**src/design/calendar_date_counter_defines.svh**
```systemverilog
// assertion macros for the calendar date counter
// no dependencies, included by the top level
`ifndef CALENDAR_DATE_COUNTER_DEFINES_SVH
`define CALENDAR_DATE_COUNTER_DEFINES_SVH

// condition holds at every clock edge out of reset
`define CAL_ASSERT_ALWAYS(lbl, clk, rstn, cond) \
    lbl: assert property (@(posedge clk) disable iff (!rstn) (cond)) \
        else $error("calendar date counter: invariant violated");

// same-cycle implication
`define CAL_ASSERT_IMPL(lbl, clk, rstn, ante, cons) \
    lbl: assert property (@(posedge clk) disable iff (!rstn) (ante) |-> (cons)) \
        else $error("calendar date counter: implication violated");

// next-cycle implication
`define CAL_ASSERT_NEXT(lbl, clk, rstn, ante, cons) \
    lbl: assert property (@(posedge clk) disable iff (!rstn) (ante) |=> (cons)) \
        else $error("calendar date counter: next-cycle check violated");

`endif

```
**src/design/cal_pkg.sv**
```systemverilog
// shared types, codes and calendar tables for the calendar date counter
// no dependencies
package cal_pkg;

    localparam int DAY_W   = 5;
    localparam int MONTH_W = 4;
    localparam int YEAR_W  = 14;
    localparam int STEP_W  = 13;

    localparam logic [YEAR_W-1:0]  YEAR_MIN    = 14'd1900;
    localparam logic [YEAR_W-1:0]  YEAR_RESET  = 14'd2000;
    localparam logic [MONTH_W-1:0] MONTH_RESET = 4'd1;
    localparam logic [DAY_W-1:0]   DAY_RESET   = 5'd1;

    // request kinds
    localparam logic [1:0] REQ_LOAD    = 2'd0;
    localparam logic [1:0] REQ_ADVANCE = 2'd1;
    localparam logic [1:0] REQ_COMPARE = 2'd2;

    // status codes
    localparam logic [1:0] STAT_OK      = 2'd0;
    localparam logic [1:0] STAT_INVALID = 2'd1;
    localparam logic [1:0] STAT_LIMIT   = 2'd2;

    // compare results, two's complement
    localparam logic [1:0] ORD_EARLIER = 2'b11;
    localparam logic [1:0] ORD_EQUAL   = 2'b00;
    localparam logic [1:0] ORD_LATER   = 2'b01;

    // x / 100 as (x * 5243) >> 19, exact for 14-bit x
    localparam logic [12:0] DIV100_RECIP = 13'd5243;
    localparam int          DIV100_SHIFT = 19;

    typedef struct packed {
        logic [YEAR_W-1:0]  year;
        logic [MONTH_W-1:0] month;
        logic [DAY_W-1:0]   day;
    } date_t;

    typedef struct packed {
        logic [7:0] quot;
        logic [6:0] rem;
        logic       leap;
    } div_res_t;

    function automatic logic [DAY_W-1:0] month_len(input logic [MONTH_W-1:0] month,
                                                   input logic leap);
        logic [DAY_W-1:0] len;
        case (month)
            4'd4, 4'd6, 4'd9, 4'd11: len = 5'd30;
            4'd2:                    len = leap ? 5'd29 : 5'd28;
            default:                 len = 5'd31;
        endcase
        return len;
    endfunction

    // floor(2.6*m - 0.2) with m the month counted from march
    function automatic logic [DAY_W-1:0] month_term(input logic [MONTH_W-1:0] month);
        logic [DAY_W-1:0] term;
        case (month)
            4'd1:    term = 5'd28;
            4'd2:    term = 5'd31;
            4'd3:    term = 5'd2;
            4'd4:    term = 5'd5;
            4'd5:    term = 5'd7;
            4'd6:    term = 5'd10;
            4'd7:    term = 5'd12;
            4'd8:    term = 5'd15;
            4'd9:    term = 5'd18;
            4'd10:   term = 5'd20;
            4'd11:   term = 5'd23;
            4'd12:   term = 5'd25;
            default: term = 5'd0;
        endcase
        return term;
    endfunction

endpackage

```
**src/design/cal_div100.sv**
```systemverilog
// shared divide-by-100 unit: quotient, remainder and leap flag of a year
// two-stage pipeline, depends on cal_pkg
module cal_div100 (
    input  logic                      aclk,
    input  logic [cal_pkg::YEAR_W-1:0] x,
    output cal_pkg::div_res_t          res
);

    logic [26:0]                 prod_reg;
    logic [cal_pkg::YEAR_W-1:0]  x_reg;
    cal_pkg::div_res_t           res_reg;
    logic [7:0]                  quot;
    logic [cal_pkg::YEAR_W-1:0]  rem_wide;
    logic                        leap;

    assign quot     = prod_reg[cal_pkg::DIV100_SHIFT+7:cal_pkg::DIV100_SHIFT];
    assign rem_wide = x_reg - (14'(quot) * 14'd100);
    assign leap     = (rem_wide[6:0] == 7'd0) ? (quot[1:0] == 2'd0) : (x_reg[1:0] == 2'd0);

    always_ff @(posedge aclk) begin
        prod_reg     <= 27'(x) * 27'(cal_pkg::DIV100_RECIP);
        x_reg        <= x;
        res_reg.quot <= quot;
        res_reg.rem  <= rem_wide[6:0];
        res_reg.leap <= leap;
    end

    assign res = res_reg;

endmodule

```
**src/design/cal_day_step.sv**
```systemverilog
// one-day step of a gregorian date forward or backward, with range limits
// combinational, depends on cal_pkg
module cal_day_step #(
    parameter int YEAR_MAX = 9999
) (
    input  cal_pkg::date_t cur,
    input  logic           leap,
    input  logic           fwd,
    output cal_pkg::date_t nxt,
    output logic           at_limit
);

    logic [cal_pkg::DAY_W-1:0] cur_len;
    logic [cal_pkg::DAY_W-1:0] prev_len;

    assign cur_len  = cal_pkg::month_len(cur.month, leap);
    assign prev_len = cal_pkg::month_len(cur.month - 4'd1, leap);

    always_comb begin
        nxt = cur;
        if (fwd) begin
            at_limit = (cur.year >= 14'(YEAR_MAX)) && (cur.month >= 4'd12) && (cur.day >= 5'd31);
            if (cur.day >= cur_len) begin
                nxt.day = 5'd1;
                if (cur.month >= 4'd12) begin
                    nxt.month = 4'd1;
                    nxt.year  = cur.year + 14'd1;
                end else begin
                    nxt.month = cur.month + 4'd1;
                end
            end else begin
                nxt.day = cur.day + 5'd1;
            end
        end else begin
            at_limit = (cur.year <= cal_pkg::YEAR_MIN) && (cur.month <= 4'd1) && (cur.day <= 5'd1);
            if (cur.day <= 5'd1) begin
                if (cur.month <= 4'd1) begin
                    nxt.month = 4'd12;
                    nxt.year  = cur.year - 14'd1;
                    nxt.day   = 5'd31;
                end else begin
                    nxt.month = cur.month - 4'd1;
                    nxt.day   = prev_len;
                end
            end else begin
                nxt.day = cur.day - 5'd1;
            end
        end
    end

endmodule

```
**src/design/calendar_date_counter.sv**
```systemverilog
// calendar_date_counter top level: sequencer, stored date, weekday arithmetic
// uses cal_pkg, cal_div100, cal_day_step and calendar_date_counter_defines.svh
// load/advance: divider wait, then date check or day steps; other kinds go straight to weekday
// throughput: one request at a time, next beat taken once the sequencer is back in idle
// the stepping loop, the divider pipeline and a held result beat set how long a request takes
// aresetn (synchronous) sets the date to 2000-01-01 and empties the output register
`include "calendar_date_counter_defines.svh"

module calendar_date_counter #(
    parameter int YEAR_MAX = 9999,
    parameter int MAX_STEP = 4095
) (
    input  logic        aclk,
    input  logic        aresetn,
    input  logic        s_tvalid,
    output logic        s_tready,
    input  logic [39:0] s_tdata,  // day, month, year, step_count
    input  logic [1:0]  s_tuser,  // req_type
    output logic        m_tvalid,
    input  logic        m_tready,
    output logic [31:0] m_tdata   // cur_day, cur_month, cur_year, weekday, order, status
);

    typedef enum logic [3:0] {
        ST_IDLE,
        ST_DIV_W1,
        ST_DIV_W2,
        ST_LOAD,
        ST_STEP,
        ST_WK_W1,
        ST_WK_W2,
        ST_WK_SUM,
        ST_WK_MOD,
        ST_DONE
    } state_t;

    state_t                       state_reg;
    logic [1:0]                   req_reg;
    cal_pkg::date_t               in_date_reg;
    cal_pkg::date_t               date_reg;
    logic                         fwd_reg;
    logic [cal_pkg::STEP_W-1:0]   cnt_reg;
    logic [1:0]                   order_reg;
    logic [1:0]                   status_reg;
    logic [9:0]                   wk_sum_reg;
    logic [2:0]                   wk_day_reg;
    logic                         m_tvalid_reg;
    logic [31:0]                  m_tdata_reg;

    cal_pkg::date_t               in_date;
    logic [cal_pkg::STEP_W-1:0]   step_raw;
    logic [cal_pkg::STEP_W-1:0]   step_mag;
    logic [cal_pkg::STEP_W-1:0]   step_cnt;
    logic                         step_fwd;
    logic [1:0]                   cmp_order;
    logic [cal_pkg::YEAR_W-1:0]   div_x;
    cal_pkg::div_res_t            div_res;
    cal_pkg::date_t               step_nxt;
    logic                         step_limit;
    logic                         load_ok;
    logic [9:0]                   wk_sum;
    logic [16:0]                  wk_prod;
    logic [9:0]                   wk_rem_wide;
    logic [3:0]                   wk_rem;
    logic [2:0]                   wk_day;
    logic                         date_ok;
    logic                         step_go;

    // input beat fields
    assign in_date.day   = s_tdata[4:0];
    assign in_date.month = s_tdata[8:5];
    assign in_date.year  = s_tdata[22:9];
    assign step_raw      = s_tdata[35:23];

    assign step_fwd = !step_raw[cal_pkg::STEP_W-1] && (step_raw != '0);
    assign step_mag = step_raw[cal_pkg::STEP_W-1] ? (~step_raw + 13'd1) : step_raw;
    assign step_cnt = (32'(step_mag) > 32'(MAX_STEP)) ? 13'(MAX_STEP) : step_mag;

    always_comb begin
        if (date_reg.year != in_date.year) begin
            cmp_order = (date_reg.year < in_date.year) ? cal_pkg::ORD_EARLIER
                                                       : cal_pkg::ORD_LATER;
        end else if (date_reg.month != in_date.month) begin
            cmp_order = (date_reg.month < in_date.month) ? cal_pkg::ORD_EARLIER
                                                         : cal_pkg::ORD_LATER;
        end else if (date_reg.day != in_date.day) begin
            cmp_order = (date_reg.day < in_date.day) ? cal_pkg::ORD_EARLIER
                                                     : cal_pkg::ORD_LATER;
        end else begin
            cmp_order = cal_pkg::ORD_EQUAL;
        end
    end

    // operand of the shared divider
    always_comb begin
        case (state_reg)
            ST_DIV_W1, ST_DIV_W2, ST_LOAD: begin
                div_x = (req_reg == cal_pkg::REQ_LOAD) ? in_date_reg.year : date_reg.year;
            end
            ST_STEP: begin
                div_x = date_reg.year;
            end
            default: begin
                div_x = (date_reg.month < 4'd3) ? (date_reg.year - 14'd1) : date_reg.year;
            end
        endcase
    end

    cal_div100 u_div (
        .aclk (aclk),
        .x    (div_x),
        .res  (div_res)
    );

    // leap flag lags the year through the divider pipeline, year changes are far from february
    cal_day_step #(
        .YEAR_MAX (YEAR_MAX)
    ) u_step (
        .cur      (date_reg),
        .leap     (div_res.leap),
        .fwd      (fwd_reg),
        .nxt      (step_nxt),
        .at_limit (step_limit)
    );

    assign load_ok = (in_date_reg.year >= cal_pkg::YEAR_MIN)
                  && (in_date_reg.year <= 14'(YEAR_MAX))
                  && (in_date_reg.month >= 4'd1) && (in_date_reg.month <= 4'd12)
                  && (in_date_reg.day >= 5'd1)
                  && (in_date_reg.day <= cal_pkg::month_len(in_date_reg.month, div_res.leap));

    // weekday sum offset by 350 so it stays positive
    assign wk_sum = 10'd350 + 10'(date_reg.day) + 10'(cal_pkg::month_term(date_reg.month))
                  + 10'(div_res.rem) + 10'(div_res.rem[6:2]) + 10'(div_res.quot[7:2])
                  - 10'({div_res.quot, 1'b0});

    // mod 7 via reciprocal, quotient low by at most one
    assign wk_prod     = 17'(wk_sum_reg) * 17'd73;
    assign wk_rem_wide = wk_sum_reg - (10'(wk_prod[15:9]) * 10'd7);
    assign wk_rem      = wk_rem_wide[3:0];
    assign wk_day      = (wk_rem >= 4'd7) ? 3'(wk_rem - 4'd7) : wk_rem[2:0];

    always_ff @(posedge aclk) begin
        if (!aresetn) begin
            state_reg      <= ST_IDLE;
            date_reg.day   <= cal_pkg::DAY_RESET;
            date_reg.month <= cal_pkg::MONTH_RESET;
            date_reg.year  <= cal_pkg::YEAR_RESET;
            m_tvalid_reg   <= 1'b0;
        end else begin
            if (m_tvalid_reg && m_tready && (state_reg != ST_DONE)) begin
                m_tvalid_reg <= 1'b0;
            end
            case (state_reg)
                ST_IDLE: begin
                    if (s_tvalid) begin
                        req_reg     <= s_tuser;
                        in_date_reg <= in_date;
                        fwd_reg     <= step_fwd;
                        cnt_reg     <= step_cnt;
                        status_reg  <= cal_pkg::STAT_OK;
                        order_reg   <= (s_tuser == cal_pkg::REQ_COMPARE) ? cmp_order
                                                                         : cal_pkg::ORD_EQUAL;
                        if (s_tuser == cal_pkg::REQ_LOAD || s_tuser == cal_pkg::REQ_ADVANCE) begin
                            state_reg <= ST_DIV_W1;
                        end else begin
                            state_reg <= ST_WK_W1;
                        end
                    end
                end
                ST_DIV_W1: begin
                    state_reg <= ST_DIV_W2;
                end
                ST_DIV_W2: begin
                    state_reg <= (req_reg == cal_pkg::REQ_LOAD) ? ST_LOAD : ST_STEP;
                end
                ST_LOAD: begin
                    if (load_ok) begin
                        date_reg <= in_date_reg;
                    end else begin
                        status_reg <= cal_pkg::STAT_INVALID;
                    end
                    state_reg <= ST_WK_W1;
                end
                ST_STEP: begin
                    if (cnt_reg == '0) begin
                        state_reg <= ST_WK_W1;
                    end else if (step_limit) begin
                        status_reg <= cal_pkg::STAT_LIMIT;
                        state_reg  <= ST_WK_W1;
                    end else begin
                        date_reg <= step_nxt;
                        cnt_reg  <= cnt_reg - 13'd1;
                    end
                end
                ST_WK_W1: begin
                    state_reg <= ST_WK_W2;
                end
                ST_WK_W2: begin
                    state_reg <= ST_WK_SUM;
                end
                ST_WK_SUM: begin
                    wk_sum_reg <= wk_sum;
                    state_reg  <= ST_WK_MOD;
                end
                ST_WK_MOD: begin
                    wk_day_reg <= wk_day;
                    state_reg  <= ST_DONE;
                end
                ST_DONE: begin
                    if (!m_tvalid_reg || m_tready) begin
                        m_tdata_reg[4:0]   <= date_reg.day;
                        m_tdata_reg[8:5]   <= date_reg.month;
                        m_tdata_reg[22:9]  <= date_reg.year;
                        m_tdata_reg[25:23] <= wk_day_reg;
                        m_tdata_reg[27:26] <= order_reg;
                        m_tdata_reg[29:28] <= status_reg;
                        m_tdata_reg[31:30] <= 2'b00;
                        m_tvalid_reg       <= 1'b1;
                        state_reg          <= ST_IDLE;
                    end
                end
                default: begin
                    state_reg <= ST_IDLE;
                end
            endcase
        end
    end

    assign s_tready = (state_reg == ST_IDLE);
    assign m_tvalid = m_tvalid_reg;
    assign m_tdata  = m_tdata_reg;

    assign date_ok = (date_reg.year >= cal_pkg::YEAR_MIN) && (date_reg.year <= 14'(YEAR_MAX))
                  && (date_reg.month >= 4'd1) && (date_reg.month <= 4'd12)
                  && (date_reg.day >= 5'd1);
    assign step_go = (state_reg == ST_STEP) && (cnt_reg != 13'd0) && !step_limit;

    `CAL_ASSERT_ALWAYS(a_date_in_range, aclk, aresetn, date_ok)
    `CAL_ASSERT_NEXT(a_step_moves, aclk, aresetn, step_go, date_reg != $past(date_reg))
    `CAL_ASSERT_IMPL(a_weekday_range, aclk, aresetn, m_tvalid_reg, m_tdata_reg[25:23] != 3'd7)

endmodule

```
**config.mk**
```make
export PLATFORM = sky130hd
export DESIGN_NAME = calendar_date_counter
export DESIGN_NICKNAME = d
export VERILOG_FILES = /design/src/design/cal_pkg.sv /design/src/design/cal_div100.sv /design/src/design/cal_day_step.sv /design/src/design/calendar_date_counter.sv
export VERILOG_INCLUDE_DIRS = /design/src /design/src/design
export SDC_FILE = /design/constraint.sdc
export NUM_CORES = 1
export LEC_CHECK = 0
export BUFFER_PORTS_ARGS = -buffer_cell sky130_fd_sc_hd__buf_2
export CAP_MARGIN = 30
export CORE_MARGIN = 5
export CORE_UTILIZATION = 31
export CTS_CLUSTER_DIAMETER = 40
export CTS_CLUSTER_SIZE = 28
export DETAILED_ROUTE_END_ITERATION = 6
export SETUP_SLACK_MARGIN = 0.4
export SLEW_MARGIN = 20
export SYNTH_ARGS = -nofsm -noshare
export SYNTH_HDL_FRONTEND = slang
export SYNTH_SLANG_ARGS = --single-unit
export TNS_END_PERCENT = 5
```
**constraint.sdc**
```tcl
create_clock -name aclk -period 6.75 [get_ports aclk]
set_input_delay 0.3375 -clock aclk [delete_from_list [all_inputs] [get_ports aclk]]
set_output_delay 0.3375 -clock aclk [all_outputs]
set_load 0.05 [all_outputs]
```
==> results of run 1 <==
==> final timing paths <==
check	from	to	slack, ns	cells after the start
max	date_reg[10]	u_div.prod_reg[25]	0.23	27
min	s_tdata[16]	in_date_reg[16]	0.09	1
max reg2reg	date_reg[10]	u_div.prod_reg[25]	0.23	27
min reg2reg	u_div.prod_reg[25]	u_div.res[14]	0.31	0
==> worst register-to-register path, stage by stage, from the launching register on <==
cell and delay [ns]:
dfxtp_2 0.33, inv_2 0.07, ha_4 0.13, or3b_4 0.37, or2_4 0.25, or3_4 0.34, or3_4 0.35, nand2_2 0.08
nand2_2 0.07, a221oi_4 0.27, inv_2 0.12, buf_4 0.16, fa_1 0.58, ha_4 0.22, fa_2 0.47, fa_1 0.51
inv_2 0.04, fa_1 0.50, inv_2 0.05, ha_4 0.26, nand2_2 0.07, or3_4 0.38, a31oi_4 0.24, o21ai_4 0.08
a21boi_2 0.17, buf_4 0.14, nor2_1 0.04, xnor2_1 0.12
==> kinds of logic (layout without fill, tap and decap cells) <==
logic type / count (synthesis) / count (layout) / synth area share, %
mux: 12 / 12 / 1.006
xor+xnor: 57 / 57 / 3.819
compound gates: 283 / 283 / 14.28
simple gates: 331 / 331 / 12.41
flops: 150 / 150 / 28.76
other cells: 1 / 2 / 0.02791
fa+ha+maj: 287 / 287 / 31.54
buf+inv: 286 / 426 / 8.168
==> timing repair <==
| action | 4_1_cts | 5_1_grt |
|---|---|---|
| cloned | 0 | 0 |
| pin swaps | 33 | 33 |
| setup buffers | 14 | 8 |
| setup endpoints to repair | 8 | 9 |
| gates resized for setup | 35 | 26 |
==> synth_stat cells (all sizes together) (5+ instances only) <==
cell type    n
nand2b      12
nand2       68
nor2        99
nor4        17
dfxtp       64
o31ai        7
xor2        22
clkbuf      32
fa          86
a31oi       13
a211oi      16
o211ai      14
o21ai       58
or2          6
edfxtp      86
mux2         6
o21bai       8
and3        12
o21a         9
ha         201
nor3        33
a21o        20
inv        238
a21oi       64
o22ai        9
a221oi       8
xnor2       34
mux2i        6
buf         15
a22oi        9
nor2b        8
or3         14
nand4       11
and2         5
or4          6
nand3       22
==> per-stage QoR <==
| stage | utilization (%) | worst slack, ns | setup TNS (ns) | hold slack (ns) |
|---|---|---|---|---|
| floorplan | - | 0.3038 | 0 | 0.3096 |
| global placement | 34.58 | 0.1248 | 0 | 0.3134 |
| detailed placement | 34.61 | 0.07071 | 0 | 0.3135 |
| CTS | 36.66 | 0.2877 | 0 | 0.06941 |
| global route | 37.12 | -0.02040 | -0.02040 | 0.07519 |
| finish | 37.12 | 0.2272 | 0 | 0.09345 |
==> metal layers <==
metal / global-route usage, % / part of all wire, %
met1: 19.92 / 48
met2: 22.81 / 47
met3: 1.898 / 4.2
met4: 3.349 / 1.2
met5: 0 / 0
==> area by class of cell <==
type	count	area, um^2	area share [%]
flip-flops and latches	150	3870	24.26
clock inverters	14	147.6	0.9253
multi-input cells	972	8827	55.32
well taps	585	732.0	4.588
repair buffers	155	1022	6.407
inverters	239	905.9	5.678
clock buffers	18	450.4	2.823
==> layout by cell type (no fill, tap or decap), drive strengths merged, types with 18 or more instances in the layout <==
| master | instances |
|---|---|
| a21o | 20 |
| a21oi | 64 |
| buf | 155 |
| clkbuf | 18 |
| dfxtp | 64 |
| edfxtp | 86 |
| fa | 86 |
| ha | 201 |
| inv | 247 |
| nand2 | 68 |
| nand3 | 22 |
| nor2 | 99 |
| nor3 | 33 |
| o21ai | 58 |
| xnor2 | 34 |
| xor2 | 22 |
==> metrics, run 1 <==
outcome finished clean; DRT Pass-1 Iters 5; Site Rows 76; worst-margin pin slew 0.8744 ns; Cell variety after synth 80; CP Class register to register; Max Cap Violations 0; DRC violations left 0; maximum buffer depth of the clock tree 2; Worst Path Buf+Inv 6; H-tree depth 4; Placed Area 0.01487 mm^2; Syn Area/Cell 9.548 um^2; register area share after synthesis 28.76%; Hold Buf Count CTS 0; Total GRT Usage 14.04%; Post-Place Cells 2077; CP delay by family, top adder cells; endpoints failing setup 0; die height 218.2 um; non-filler cells, final 2133; cell mode on critical path inv_2; leading area contributor after synthesis edfxtp_1; final instance area 0.01596 mm^2; initial antenna violation count 0; Slew HR 40.04%; fraction of layout cells with a size suffix above 1 17.96%; worst-path fanout max 4; Congestion Overflow GR 0; max reg flops 30; Via-to-Cell Ratio 4.938; dpl hpwl 26.51 mm; Initial DRC Count 729; min cycle time layout 6.523 ns; ys async rst share 0%; Fmax achieved 153.3 MHz; YS warnings 0; per-cell routed wire length 15.76 um; Hold Path Class input pin to register; Yosys reg bits 150; slowest CP cell fa_1; ANT cells 0; Root Driver clkbuf_16; TritonCTS clock tree yes; crit end category register; Max stage delay on crit path 0.58 ns; first-pass GRT wire length 54.77 mm; Port-buffer cells 73; final net count 1868; Ports 80; clk slew on worst S/H paths 0.07 ns; synthesized instance count 1407; WL final 33.62 mm; Fin. Hold Viols 0; final setup skew 0.01431 ns; share of the synthesized area in the top cell type 19.22%; post-route ant nets 0; Critical Path AT 6.83 ns; mapped cell area 0.01343 mm^2; clk sinks 150; crit share post-route 96.63%; Worst setup SP type register; largest net degree at the start of global routing 39; total core area 0.04298 mm^2; Post-synth EDFFs 86; initial core utilization 31.26%; Top FF cell, synth edfxtp_1; vias in the first global route 10560; Pins Over Slew Limit 0; Via Count 10530; Crit path required time 7.06 ns; Die ar. 0.04760 mm^2; Syn-to-layout area delta 18.77%; clock latency on the worst-skew pair 0.43 ns; filler cell count in the final layout 4325; Num CTS Buffers 17; RSZ-0062 raised after global routing yes; ranking of synthesized cells by area edfxtp_1, ha_1, fa_1; gpl congestion 0.8550; Die W 218.2 um
Power of run 1 is not shown: default switching activity piles up to over one toggle a cycle in this logic, so the estimate is an artifact.
==> run 2: changes to the inputs <==
--- a/config.mk
+++ b/config.mk
@@ -6,7 +6,7 @@
 export SDC_FILE = /design/constraint.sdc
 export NUM_CORES = 1
 export LEC_CHECK = 0
-export BUFFER_PORTS_ARGS = -buffer_cell sky130_fd_sc_hd__buf_2
+export BUFFER_PORTS_ARGS = -buffer_cell sky130_fd_sc_hd__buf_4
 export CAP_MARGIN = 30
 export CORE_MARGIN = 5
 export CORE_UTILIZATION = 31
==> constraint.sdc (replaced) <==
create_clock -name aclk -period 6.9 [get_ports aclk]
set_input_delay 0.345 -clock aclk [delete_from_list [all_inputs] [get_ports aclk]]
set_output_delay 0.345 -clock aclk [all_outputs]
set_load 0.05 [all_outputs]
==> metrics, run 2 (synthesis results as in run 1) <==
TritonCTS clock tree yes; min cycle time layout 6.466 ns; initial core utilization 31.26%; Min-Delay Path Depth 1; Hold Path Class input pin to register; worst-path fanout max 5; clk sinks 150; slowest CP cell or4_4; Ports 80; Placed Area 0.01494 mm^2; WL final 33.00 mm; ANT cells 0; final instance area 0.01594 mm^2; Max Cap Violations 0; Root Driver clkbuf_16; RSZ-0062 raised after global routing yes; Hold Buf Count CTS 0; largest net degree at the start of global routing 42; first-pass GRT wire length 53.54 mm; clk slew on worst S/H paths 0.07 ns; Post-Place Cells 2065; clock latency on the worst-skew pair 0.44 ns; Pins Over Slew Limit 0; crit end category register; H-tree depth 4; Via-to-Cell Ratio 4.962; per-cell routed wire length 15.59 um; reg-to-reg startpoint date_reg[13]; Port-buffer cells 73; Fin. Hold Viols 0; Site Rows 76; final setup skew 0.01102 ns; Slew HR 39.05%; maximum buffer depth of the clock tree 2; DRT Pass-1 Iters 5; gpl congestion 0.8660; total core area 0.04298 mm^2; final net count 1852; Die W 218.2 um; Max stage delay on crit path 0.56 ns; Via Count 10510; Fmax achieved 154.7 MHz; non-filler cells, final 2117; vias in the first global route 10300; Num CTS Buffers 17; CP Class register to register; post-route ant nets 0; Worst setup SP type register; R2R Setup Slk 0.43 ns; worst-margin pin slew 0.8888 ns; most common cell after layout, fill and taps aside inv_1; most frequent cells in the layout inv_1, ha_1, buf_4; fraction of layout cells with a size suffix above 1 15.99%; r2r worst-path depth 26; RR Endpoint u_div.prod_reg[25]; Syn-to-layout area delta 18.67%; outcome finished clean; Total GRT Usage 13.82%; Congestion Overflow GR 0; crit share post-route 93.71%; initial antenna violation count 0; Setup TNS 0 ns; Worst Path Buf+Inv 6; hold_sp s_tdata[17]; final core occ 37.09%; max reg flops 30; DRC violations left 0; endpoints failing setup 0; Crit path required time 7.23 ns; dpl hpwl 26.16 mm; Initial DRC Count 774; Worst Hold Endpoint in_date_reg[17]; die height 218.2 um; Critical Path AT 6.79 ns; Die ar. 0.04760 mm^2; CP delay by family, top adder cells
==> run 2: metrics by stage <==
stage	worst slack (ns)	hold WS, ns
final	0.4341	0.08945
after global routing	0.2077	0.06745
after CTS	0.3881	0.07695
after detailed placement	-0.05993	0.3150
after global placement	0.09592	0.3147
after floorplan	0.4266	0.3096
==> run 2: worst max path at each step <==
stage                 startpoint            endpoint  slack (ns)  depth (start not counted)
detailed placement  date_reg[10]  u_div.prod_reg[26]       -0.06                         27
global placement    date_reg[10]  u_div.prod_reg[26]         0.1                         26
floorplan           date_reg[15]  u_div.prod_reg[26]        0.43                         26
finish              date_reg[13]  u_div.prod_reg[25]        0.43                         26
global route        date_reg[13]  u_div.prod_reg[26]        0.21                         25
CTS                 date_reg[10]  u_div.prod_reg[26]        0.39                         27
==> run 2: cell type report <==
type                       instances  area (um^2)
clock inverter                    15        175.2
fill                            4297        27040
tap                              585        732.0
timing repair buffer             139         1064
sequential                       150         3869
clock buffer                      17        425.4
inverter                         239        907.1
multi-input combinational        972         8771
==> run 2: layer usage <==
layer | GRT usage (%) | share of wire, %
met1 | 19.88 | 46
met4 | 2.910 | 1.2
met5 | 0 | 0
met3 | 1.870 | 5.2
met2 | 22.32 | 48
==> run 2: repair_timing <==
item / in CTS / in global routing
pin swaps: 13 / 35
endpoints found under the setup margin: 8 / 8
gates resized for setup: 23 / 26
buffers inserted: 9 / 9
Power of run 2 is left out for the same reason.
==> run 3: changes to the inputs <==
--- a/config.mk
+++ b/config.mk
@@ -13,9 +13,11 @@
 export CTS_CLUSTER_DIAMETER = 40
 export CTS_CLUSTER_SIZE = 28
 export DETAILED_ROUTE_END_ITERATION = 6
+export REMOVE_ABC_BUFFERS = 1
 export SETUP_SLACK_MARGIN = 0.4
 export SLEW_MARGIN = 20
 export SYNTH_ARGS = -nofsm -noshare
 export SYNTH_HDL_FRONTEND = slang
+export SYNTH_HIERARCHICAL = 1
 export SYNTH_SLANG_ARGS = --single-unit
 export TNS_END_PERCENT = 5
==> metrics, run 3 <==
outcome finished clean; vias in the first global route 11210; worst-margin pin slew 0.9009 ns; Top FF cell, synth edfxtp_1; ANT cells 0; Fmax achieved 157.1 MHz; mapped cell area 0.01393 mm^2; Ports 80; first-pass GRT wire length 58.47 mm; Via Count 11080; cell mode on critical path fa_1; Crit path required time 7.21 ns; DRT Pass-1 Iters 5; WL final 36.36 mm; H-tree depth 4; synthesized instance count 1454; simple-gate area share of the yosys netlist 14.02%; initial antenna violation count 0; Num CTS Buffers 17; Syn-to-layout area delta 17.62%; CP Class register to register; endpoints failing setup 0; initial core utilization 31.44%; Root Driver clkbuf_16; TritonCTS clock tree yes; Pins Over Slew Limit 0; Congestion Overflow GR 0; gpl congestion 0.9025; r2r worst-path depth 21; Die W 222.0 um; worst-path fanout max 4; Via-to-Cell Ratio 5.096; maximum buffer depth of the clock tree 2; crit share post-route 92.24%; Hold Path Class input pin to register; most frequent cells in the layout inv_1, ha_1, buf_4; Port-buffer cells 73; Max Cap Violations 0; non-filler cells, final 2175; dominant cell by count in the synthesized netlist inv_1; share of the synthesized area in the top cell type 18.53%; Yosys reg bits 150; Cell variety after synth 90; RSZ-0062 raised after global routing yes; Post-Place Cells 2126; dpl hpwl 28.64 mm; total core area 0.04432 mm^2; most common cell after layout, fill and taps aside inv_1; clk slew on worst S/H paths 0.07 ns; final worst slack 0.5357 ns; Critical Path AT 6.68 ns; Initial DRC Count 723; clk sinks 150; critical path launch point date_reg[12]; Die ar. 0.04929 mm^2; Fin. Hold Viols 0; Setup TNS 0 ns; largest family of logic cells by synthesized area adder cells; Post-Synth Adder-Cell Area 30.91%; clock latency on the worst-skew pair 0.44 ns; crit-path cells or3_4, or3_4, nor4_4, buf_4, o21ai_1, a221o_2, buf_6, fa_1, ha_4, fa_2, fa_1, inv_1, fa_1, inv_2, ha_4, a211oi_2, o21ai_2, a221oi_2, a21oi_1, or4_1, xnor2_1; die height 222.0 um; crit end category register; ranking of synthesized cells by area edfxtp_1, ha_1, fa_1; slowest CP cell fa_1; leading area contributor after synthesis edfxtp_1; per-cell routed wire length 16.72 um; Hold Buf Count CTS 0; post-route ant nets 0; final setup skew 0.01394 ns; largest net degree at the start of global routing 50; Slew HR 39.39%; reg-to-reg startpoint date_reg[12]; Worst setup SP type register; fraction of layout cells with a size suffix above 1 15.73%; Post-synth EDFFs 86; YS warnings 6; max reg flops 30; R2R Setup Slk 0.54 ns; Synth Area in Compound Gates 14.58%; RR Endpoint u_div/prod_reg[26]; Setup crit end u_div/prod_reg[26]; Total GRT Usage 14.59%; min cycle time layout 6.364 ns; Syn Area/Cell 9.584 um^2; Max stage delay on crit path 0.55 ns; pre-CTS worst setup slack 0.1690 ns; Site Rows 77; register area share after synthesis 27.73%; Post-synth top cells inv_1, ha_1, nand2_1; DRC violations left 0; Synth Area in XOR/XNOR 4.499%; ys async rst share 0%; post-synthesis mux area share 1.203%; final net count 1908
-- run 3: stage by stage --
step	area, um^2	utilization [%]	hold WS [ns]
after global placement	15420	34.80	0.3154
after detailed placement	15420	34.80	0.3171
after global routing	16390	36.98	0.07701
after CTS	16180	36.50	0.07622
final	16390	36.98	0.09189
after floorplan	13760	-	0.3096
-- run 3: kinds of logic after synthesis --
group,after synthesis
buf+inv,255
simple gates,387
other cells,1
xor+xnor,70
mux,14
flops,150
fa+ha+maj,292
compound gates,285
-- run 3: worst min-delay path by stage --
stage                       startpoint              end  slack (ns)  cells past startpoint
global placement    u_div/prod_reg[24]    u_div/res[13]        0.32                      0
global route               s_tdata[21]  in_date_reg[21]        0.08                      1
finish                     s_tdata[21]  in_date_reg[21]        0.09                      1
detailed placement  u_div/prod_reg[25]    u_div/res[14]        0.32                      0
CTS                        s_tdata[21]  in_date_reg[21]        0.08                      1
floorplan           u_div/prod_reg[24]    u_div/res[13]        0.31                      0
-- run 3: what timing repair did --
item / in CTS / in global routing
setup endpoints to repair: 4 / 7
hold endpoints to repair: 0 / 0
gates resized for setup: 32 / 29
buffers inserted: 4 / 13
pin swaps: 19 / 40
-- run 3: layout make-up --
class / count / area (um^2)
fill: 4375 / 27930
multi-input combinational: 1050 / 9366
sequential: 150 / 3867
timing repair buffer: 136 / 1045
inverter: 215 / 807.0
tap: 592 / 740.7
clock buffer: 19 / 442.9
clock inverter: 13 / 120.1
-- run 3: worst max-delay path, delay by kind of cell (launching register included) --
kind | cells | cell delay [ns]
buffers and inverters | 4 | 0.42
adder cells (fa/ha/maj) | 6 | 2.55
AO/OA/AOI/OAI | 6 | 1.27
flip-flops | 1 | 0.31
AND/OR/NAND/NOR | 4 | 1.54
XOR/XNOR | 1 | 0.15
-- run 3: layer usage --
metal,global-route usage (%),vias up,share of wire [%]
met2,24.83,263,48
met3,2.741,58,5.1
li1,-,5364,-
met4,3.838,0,2.3
met5,0,-,0
met1,19.12,5399,45
Power of run 3 is left out for the same reason.
